--- src/hdl/sht_pkg.sv ---
// shared types, constants and codes for the sorted hash table search unit
`default_nettype none

package sht_pkg;

  localparam int MAX_RECORDS = 1024;
  localparam int ADDR_W      = $clog2(MAX_RECORDS);
  localparam int NCOUNT_W    = ADDR_W + 1;

  localparam int COUNT_W     = 11;
  localparam int INDEX_W     = 10;
  localparam int WORD_W      = 32;
  localparam int CFG_INDEX_W = 2;

  localparam logic [WORD_W-1:0] FALLBACK_RESET = 32'h9bb9_ccc3;

  localparam logic CMD_LOAD   = 1'b0;
  localparam logic CMD_LOOKUP = 1'b1;

  localparam logic [CFG_INDEX_W-1:0] REG_RECORD_COUNT   = 2'd0;
  localparam logic [CFG_INDEX_W-1:0] REG_FALLBACK_LABEL = 2'd1;

  typedef struct packed {
    logic               command;
    logic [INDEX_W-1:0] record_index;
    logic [WORD_W-1:0]  record_hash;
    logic [WORD_W-1:0]  record_offset;
    logic [WORD_W-1:0]  label;
    logic               use_fallback;
  } sht_in_t;

  typedef struct packed {
    logic              found;
    logic              fell_back;
    logic [WORD_W-1:0] string_offset;
  } sht_out_t;

  typedef enum logic [2:0] {
    RD_NONE,
    RD_MID_INIT,
    RD_MID_NEXT,
    RD_BOT,
    RD_TOP
  } sht_rd_sel_t;

  typedef struct packed {
    logic        mem_write;
    logic        key_load;
    logic        key_fallback;
    logic        init;
    logic        step;
    logic        step_saved;
    logic        save_flags;
    sht_rd_sel_t rd_sel;
    logic        res_load;
    logic        res_found;
    logic        res_fell_back;
  } sht_cmd_t;

  typedef struct packed {
    logic is_lookup;
    logic use_fallback;
    logic empty;
    logic hit;
    logic span_small;
    logic span_tiny;
  } sht_stat_t;

endpackage

`default_nettype wire

--- src/hdl/sht_ctrl.sv ---
// search sequencer: probe order, fallback retry and result handoff
`default_nettype none

module sht_ctrl (
  input  wire logic               clk,
  input  wire logic               rst,
  input  wire logic               in_valid,
  output logic                    in_ready,
  output logic                    out_valid,
  input  wire logic               out_ready,
  input  wire sht_pkg::sht_stat_t stat,
  output sht_pkg::sht_cmd_t       cmd
);

  typedef enum logic [2:0] {
    IDLE,
    START,
    CMP_MID,
    CMP_BOT,
    CMP_TOP,
    WAIT
  } state_t;

  state_t state;
  state_t state_next;
  logic   fb;
  logic   fb_next;
  logic   hit_q;
  logic   hit_q_next;
  logic   out_valid_next;
  logic   out_free;
  logic   finish;
  logic   finish_hit;

  assign in_ready = state == IDLE;
  assign out_free = !out_valid || out_ready;

  always_comb begin
    cmd            = '0;
    cmd.rd_sel     = sht_pkg::RD_NONE;
    state_next     = state;
    fb_next        = fb;
    hit_q_next     = hit_q;
    finish         = 1'b0;
    finish_hit     = 1'b0;

    unique case (state)
      IDLE: begin
        if (in_valid) begin
          if (stat.is_lookup) begin
            cmd.key_load = 1'b1;
            fb_next      = 1'b0;
            state_next   = START;
          end else begin
            cmd.mem_write = 1'b1;
          end
        end
      end
      START: begin
        if (stat.empty) begin
          finish = 1'b1;
        end else begin
          cmd.init   = 1'b1;
          cmd.rd_sel = sht_pkg::RD_MID_INIT;
          state_next = CMP_MID;
        end
      end
      CMP_MID: begin
        cmd.save_flags = 1'b1;
        if (stat.hit) begin
          finish     = 1'b1;
          finish_hit = 1'b1;
        end else if (stat.span_small) begin
          cmd.rd_sel = sht_pkg::RD_BOT;
          state_next = CMP_BOT;
        end else begin
          cmd.step   = 1'b1;
          cmd.rd_sel = sht_pkg::RD_MID_NEXT;
        end
      end
      CMP_BOT: begin
        if (stat.hit) begin
          finish     = 1'b1;
          finish_hit = 1'b1;
        end else begin
          cmd.rd_sel = sht_pkg::RD_TOP;
          state_next = CMP_TOP;
        end
      end
      CMP_TOP: begin
        if (stat.hit) begin
          finish     = 1'b1;
          finish_hit = 1'b1;
        end else if (stat.span_tiny) begin
          // midpoint has met bot: this search misses
          if (stat.use_fallback && !fb) begin
            cmd.key_load     = 1'b1;
            cmd.key_fallback = 1'b1;
            fb_next          = 1'b1;
            state_next       = START;
          end else begin
            finish = 1'b1;
          end
        end else begin
          cmd.step       = 1'b1;
          cmd.step_saved = 1'b1;
          cmd.rd_sel     = sht_pkg::RD_MID_NEXT;
          state_next     = CMP_MID;
        end
      end
      WAIT: begin
        if (out_free) begin
          cmd.res_load      = 1'b1;
          cmd.res_found     = hit_q;
          cmd.res_fell_back = fb;
          state_next        = IDLE;
        end
      end
      default: begin
        state_next = IDLE;
      end
    endcase

    // an empty table misses at once, even with a fallback request: no retry is run
    if (finish) begin
      if (out_free) begin
        cmd.res_load      = 1'b1;
        cmd.res_found     = finish_hit;
        cmd.res_fell_back = fb;
        state_next        = IDLE;
      end else begin
        hit_q_next = finish_hit;
        state_next = WAIT;
      end
    end

    out_valid_next = out_valid;
    if (cmd.res_load) begin
      out_valid_next = 1'b1;
    end else if (out_ready) begin
      out_valid_next = 1'b0;
    end
  end

  always_ff @(posedge clk) begin
    if (rst) begin
      state     <= IDLE;
      fb        <= 1'b0;
      hit_q     <= 1'b0;
      out_valid <= 1'b0;
    end else begin
      state     <= state_next;
      fb        <= fb_next;
      hit_q     <= hit_q_next;
      out_valid <= out_valid_next;
    end
  end

endmodule

`default_nettype wire

--- config.mk ---
export PLATFORM = sky130hd
export DESIGN_NAME = sht_ctrl
export DESIGN_NICKNAME = d
export VERILOG_FILES = /design/src/hdl/sht_pkg.sv /design/src/hdl/sht_ctrl.sv
export SDC_FILE = /design/constraint.sdc
export NUM_CORES = 1
export LEC_CHECK = 0
export ABC_CLOCK_PERIOD_IN_PS = 1700
export BUFFER_PORTS_ARGS = -buffer_cell sky130_fd_sc_hd__buf_2
export CORE_AREA = 2 2 39 41
export DETAILED_ROUTE_END_ITERATION = 6
export DIE_AREA = 0 0 41 43
export GPL_ROUTABILITY_DRIVEN = 0
export HOLD_SLACK_MARGIN = 0.08
export PLACE_DENSITY_LB_ADDON = 0.1
export SLEW_MARGIN = 10
export SYNTH_ARGS = -nofsm -noshare
export SYNTH_HDL_FRONTEND = slang
export SYNTH_SLANG_ARGS = --single-unit
export TNS_END_PERCENT = 1
--- constraint.sdc ---
create_clock -name clk -period 1.7 [get_ports clk]
set_input_delay 0.17 -clock clk [delete_from_list [all_inputs] [get_ports clk]]
set_output_delay 0.17 -clock clk [all_outputs]
set_load 0.02 [all_outputs]
; After elaboration in Yosys (flattened, before gate mapping)
; Index checks and enable logic that the tools add are counted.
; Widths: inputs -> output; s select.
[word_totals]
inputBits = 10
ff_bits = 6
[classes]
bitwise_logic = 1
eq_ne = 19
n_reduce_logical = 12
mux = 57
[ops]
columns = op, n
row1 = $mux 3, 18
row2 = $mux 1, 25
row3 = $ne 3x3->1 const B, 6
row4 = $pmux 3 s6, 1
row5 = $mux 2, 8
row6 = $pmux 3 s4, 1
row7 = $reduce_and 9->1, 1
row8 = $ne 2x2->1 const B, 4
row9 = $eq 3x2->1 const B, 2
row10 = $eq 3x3->1 const B, 2
row11 = $pmux 1 s2, 3
row12 = $reduce_and 6->1, 1
row13 = $ne 4x4->1 const B, 1
row14 = $reduce_bool 2->1, 2
row15 = $eq 3x1->1 const B, 1
row16 = $logic_not 3->1, 1
row17 = $ne 3x1->1 const B, 1
row18 = $ne 3x2->1 const B, 1
row19 = $pmux 1 s3, 1
row20 = $reduce_or 3->1, 1
row21 = $logic_not 1->1, 2
row22 = $ne 2x1->1 const B, 1
row23 = $reduce_and 2->1, 1
row24 = $reduce_or 2->1, 1
row25 = 3 further kinds, 3

; Depth between registers and ports, before layout
[logic_depth]
word_depth = 8
mapped_depth = 6

; Worst setup path before layout
; No wires, ideal clock.
[synth_path]
path_type = register -> output
start = register state[1]
end = output port cmd[12] (netlist name)
path_buffers = 1
t_required_ps = 1530
path_stages_with_launch = 4
arrival_ps = 1386
path_slack_ps = 144
cell_sequence = dfxtp_1 > or2_1 > buf_6 > nor4b_1
[synth_rtl]
columns = element, line
row1 = "start, declared", sht_ctrl.sv:24  ; state_t state;
row2 = "start signal, assigned", sht_ctrl.sv:152  ; state <= state_next;
row3 = "end, declared", sht_ctrl.sv:12  ; output sht_pkg::sht_cmd_t cmd

==> results.txt <==
The internal reg-to-reg setup slack came out at roughly 0.23 ns. The power density relative to cell area came out at ~510 nW/um^2. The total nets after synthesis came out at 79. The min-delay analysis places its worst path in the category input pin to flip-flop. The count of port buffers added during placement came out at 24. The worst-case clock skew is around 0.0081 ns. The cell taking the most area after synthesis is dfxtp_1. The number of vias per cell is 5.573. The switching share of power is 0.3151. The cell area after synthesis came out at roughly 520 sq um. Setup repair after global routing could not meet its margin everywhere. The count of mapped cells out of synthesis came out at 69. The number of antenna violations at the first check in global routing is 0. In this run the core area contains 14 standard-cell rows.

The share of power burned in registers came out at 0.359. The number of top-level pins is 25. At the end of the flow, the number of nets in the layout was about 110.

Setup violations remaining at the end of the flow were counted as 0. Of the available clock period, the critical path in the final layout requires 0.9960. The cell sitting at the root of the clock tree is a clkbuf_4.

The flip-flop and latch count after synthesis is 6. Measured against its own limit, the worst slew margin works out to 0.7651. STA puts the critical path data required time at 1.53 ns. The number of global-route vias before repair is 569. The filler cells instantiated in the layout total 146.

Sorting the synthesized cells by area gives the leading types as dfxtp_1, nor3_1, nor2_1. The proportion of synthesized chip area in sequential cells came out at 0.2302. The wire length after detailed routing came out at 1.498 mm. The detail-routed net length per standard cell came out at 12.80 um. The post-route minimum period came out at 1.693 ns. The share of power burned in combinational logic is 0.313.

The clock buffer count from CTS is 3. In the final timing run, aggregate negative setup slack is 0 ns. The arrival time at the worst endpoint is 1.52 ns. The area of the die is 1763 sq um. The vertical die dimension is 43 um. The first global-routing pass estimated 2.270 mm of wire.

The number of clock sinks is 6. The total power of the final layout came out at 0.4122 mW. In this run the worst path has a maximum fanout of 3.

In the synthesized netlist the async set-or-reset flop fraction comes to 0. The transition time at the pin with the least slew margin came out at 0.3516 ns. The detailed-router iteration count before antenna repair came out at 4. The share of total power dissipated in the clock network is 0.328. The total core area is 1384 sq um.

The global router's overall resource usage is 0.1960. The later pin in the worst-skew pair is clocked with a latency of roughly 0.25 ns. The combined flip-flop and latch cell area is 128.9 sq um. The average instance area after synthesis is 7.562 sq um. Among all flip-flop cells after synthesis, the most frequent one is dfxtp_1. The internal power contribution is 0.2823 mW. Detailed routing inserted a total of 652 vias. The number of max-slew violations in the final report is 0. The remaining routing DRC violations is 0. Clock-pin slew was measured on the worst setup and hold paths at 0.05 ns. In this run, the number of DRC markers left after iteration 0 of detailed routing was 1. In this run the remaining antenna-violating nets after routing total 0. CTS built an H-tree with a depth of 1. The highest clock frequency the design can meet came out at 590.6 MHz. The maximum number of pins on one net before global-route repair came out at 10. For this run the aggregate overflow at the end of global routing stands at 0. The effective utilization at floorplan came out at 0.3770.

The most frequent cell after synthesis is nor2_1. The number of enable-type register cells in the synthesized netlist came out at 0. The HPWL after detailed placement is 1.130 mm. The net load switching power came out at 0.1299 mW. Of the cells placed in the final design, the portion with a size suffix greater than 1 is 0.5446. The relative area change from synthesis to final layout is 53.72%. The netlist uses 34 different library cells. The kind of critical path is flip-flop to primary output. The hold violation count in the final report was 0. Max-cap violations in this run came to 0. The proportion of netlist area held by the largest area contributor is 0.2302.

Ranked by instance count, the synthesized netlist is headed by nor2_1, dfxtp_1, nor3_1. The clock tree from TritonCTS is yes. The area of the multi-input gates is between 400 and 500 sq um. The floorplan die width came out at between 40 and 50 um. The worst vdd rail ir drop came out at 0.0002346 V. The count of yosys warnings during synthesis came out at 0. The count of inserted antenna diode cells is 0. The tightest hold path in the finished design has a slack of ~0.17 ns. The leakage power summed over all cells is 0.3593 nW.

STA classifies the critical path endpoint as a primary output. The flow ran to the end, and the final reports show no timing, DRC or antenna violations. The worst setup path is launched from a flip-flop.

In this run the deepest clock path goes through 2 buffers.
==> power groups by stage <==
stage | Clock (mW) | Sequential [mW] | Combinational, mW
floorplan | 0 | 0.151 | 0.0706
global placement | 0 | 0.153 | 0.0991
detailed placement | 0 | 0.154 | 0.0994
CTS | 0.142 | 0.146 | 0.113
global route | 0.149 | 0.148 | 0.140
finish | 0.135 | 0.148 | 0.129
==> cell families (layout without fill, tap and decap cells) <==
| family | after synthesis | after routing | synth area share |
|---|---|---|---|
| AND/OR/NAND/NOR | 36 | 36 | 0.3957 |
| buffers and inverters | 9 | 41 | 0.1031 |
| AO/OA/AOI/OAI | 18 | 18 | 0.2710 |
| flip-flops | 6 | 6 | 0.2302 |
==> final timing paths <==
kind              startpoint  depth (start not counted)        end
hold reg to reg        hit_q                          2      hit_q
setup / recovery    state[0]                          5     cmd[0]
hold / removal           rst                          2  out_valid
setup reg to reg    state[0]                          5   state[0]
==> critical path: stages (launching register included) <==
cell and delay [ns]:
dfxtp_4 0.35, or2_4 0.26, o32ai_4 0.27, nor2_4 0.07, nor3b_2 0.17, buf_4 0.16
==> sequential cells by signal (all words and copies together), names as in the netlist <==
name,count
out_valid,1
state,3
hit_q,1
fb,1
==> layer usage <==
layer	share of wire	wire [um]	global-route usage
met5	0	0	0
met4	0.027	41	0.06000
met3	0.075	112	0.07853
met2	0.53	793	0.3281
met1	0.37	551	0.2129
==> cell usage in the layout, fill, tap and decap left out, types with 2 or more instances in the layout <==
| cell | count |
|---|---|
| nor3_1 | 6 |
| inv_1 | 2 |
| nor2_2 | 2 |
| clkbuf_4 | 3 |
| dfxtp_1 | 3 |
| dfxtp_4 | 2 |
| nor2_1 | 6 |
| o41ai_1 | 2 |
| buf_4 | 14 |
| buf_2 | 20 |
| nand2_2 | 2 |
| a21oi_1 | 5 |
| nand2_1 | 3 |
| nand3b_1 | 2 |
| nor2b_1 | 2 |
==> stage by stage <==
stage | utilization | area (sq um) | setup slack [ns] | std cells
3_5_place_dp | 0.4693 | 649.4 | 0.1077 | 107
6_report | 0.5796 | 802.0 | 0.006810 | 117
4_1_cts | 0.5217 | 721.9 | -0.05858 | 115
2_1_floorplan | - | 521.8 | 0.1441 | 69
3_3_place_gp | 0.4693 | 649.4 | 0.1715 | 107
5_1_grt | 0.5796 | 802.0 | -0.07640 | 117
==> final cells by class <==
type / count / area share
sequential: 6 / 0.1607
tap: 16 / 0.02496
inverter: 3 / 0.01404
timing repair buffer: 35 / 0.2699
multi-input combinational: 54 / 0.5023
clock buffer: 3 / 0.02808
==> repair_timing <==
item                                    in CTS  in global routing
gates cloned                                 0                  0
endpoints found under the setup margin       3                  5
resized for setup                            6                 18
hold buffers                                 0                  0
pin swaps                                    4                  4
buffers inserted                             5                  2
No activity file was read; power rests on OpenSTA's default activity.
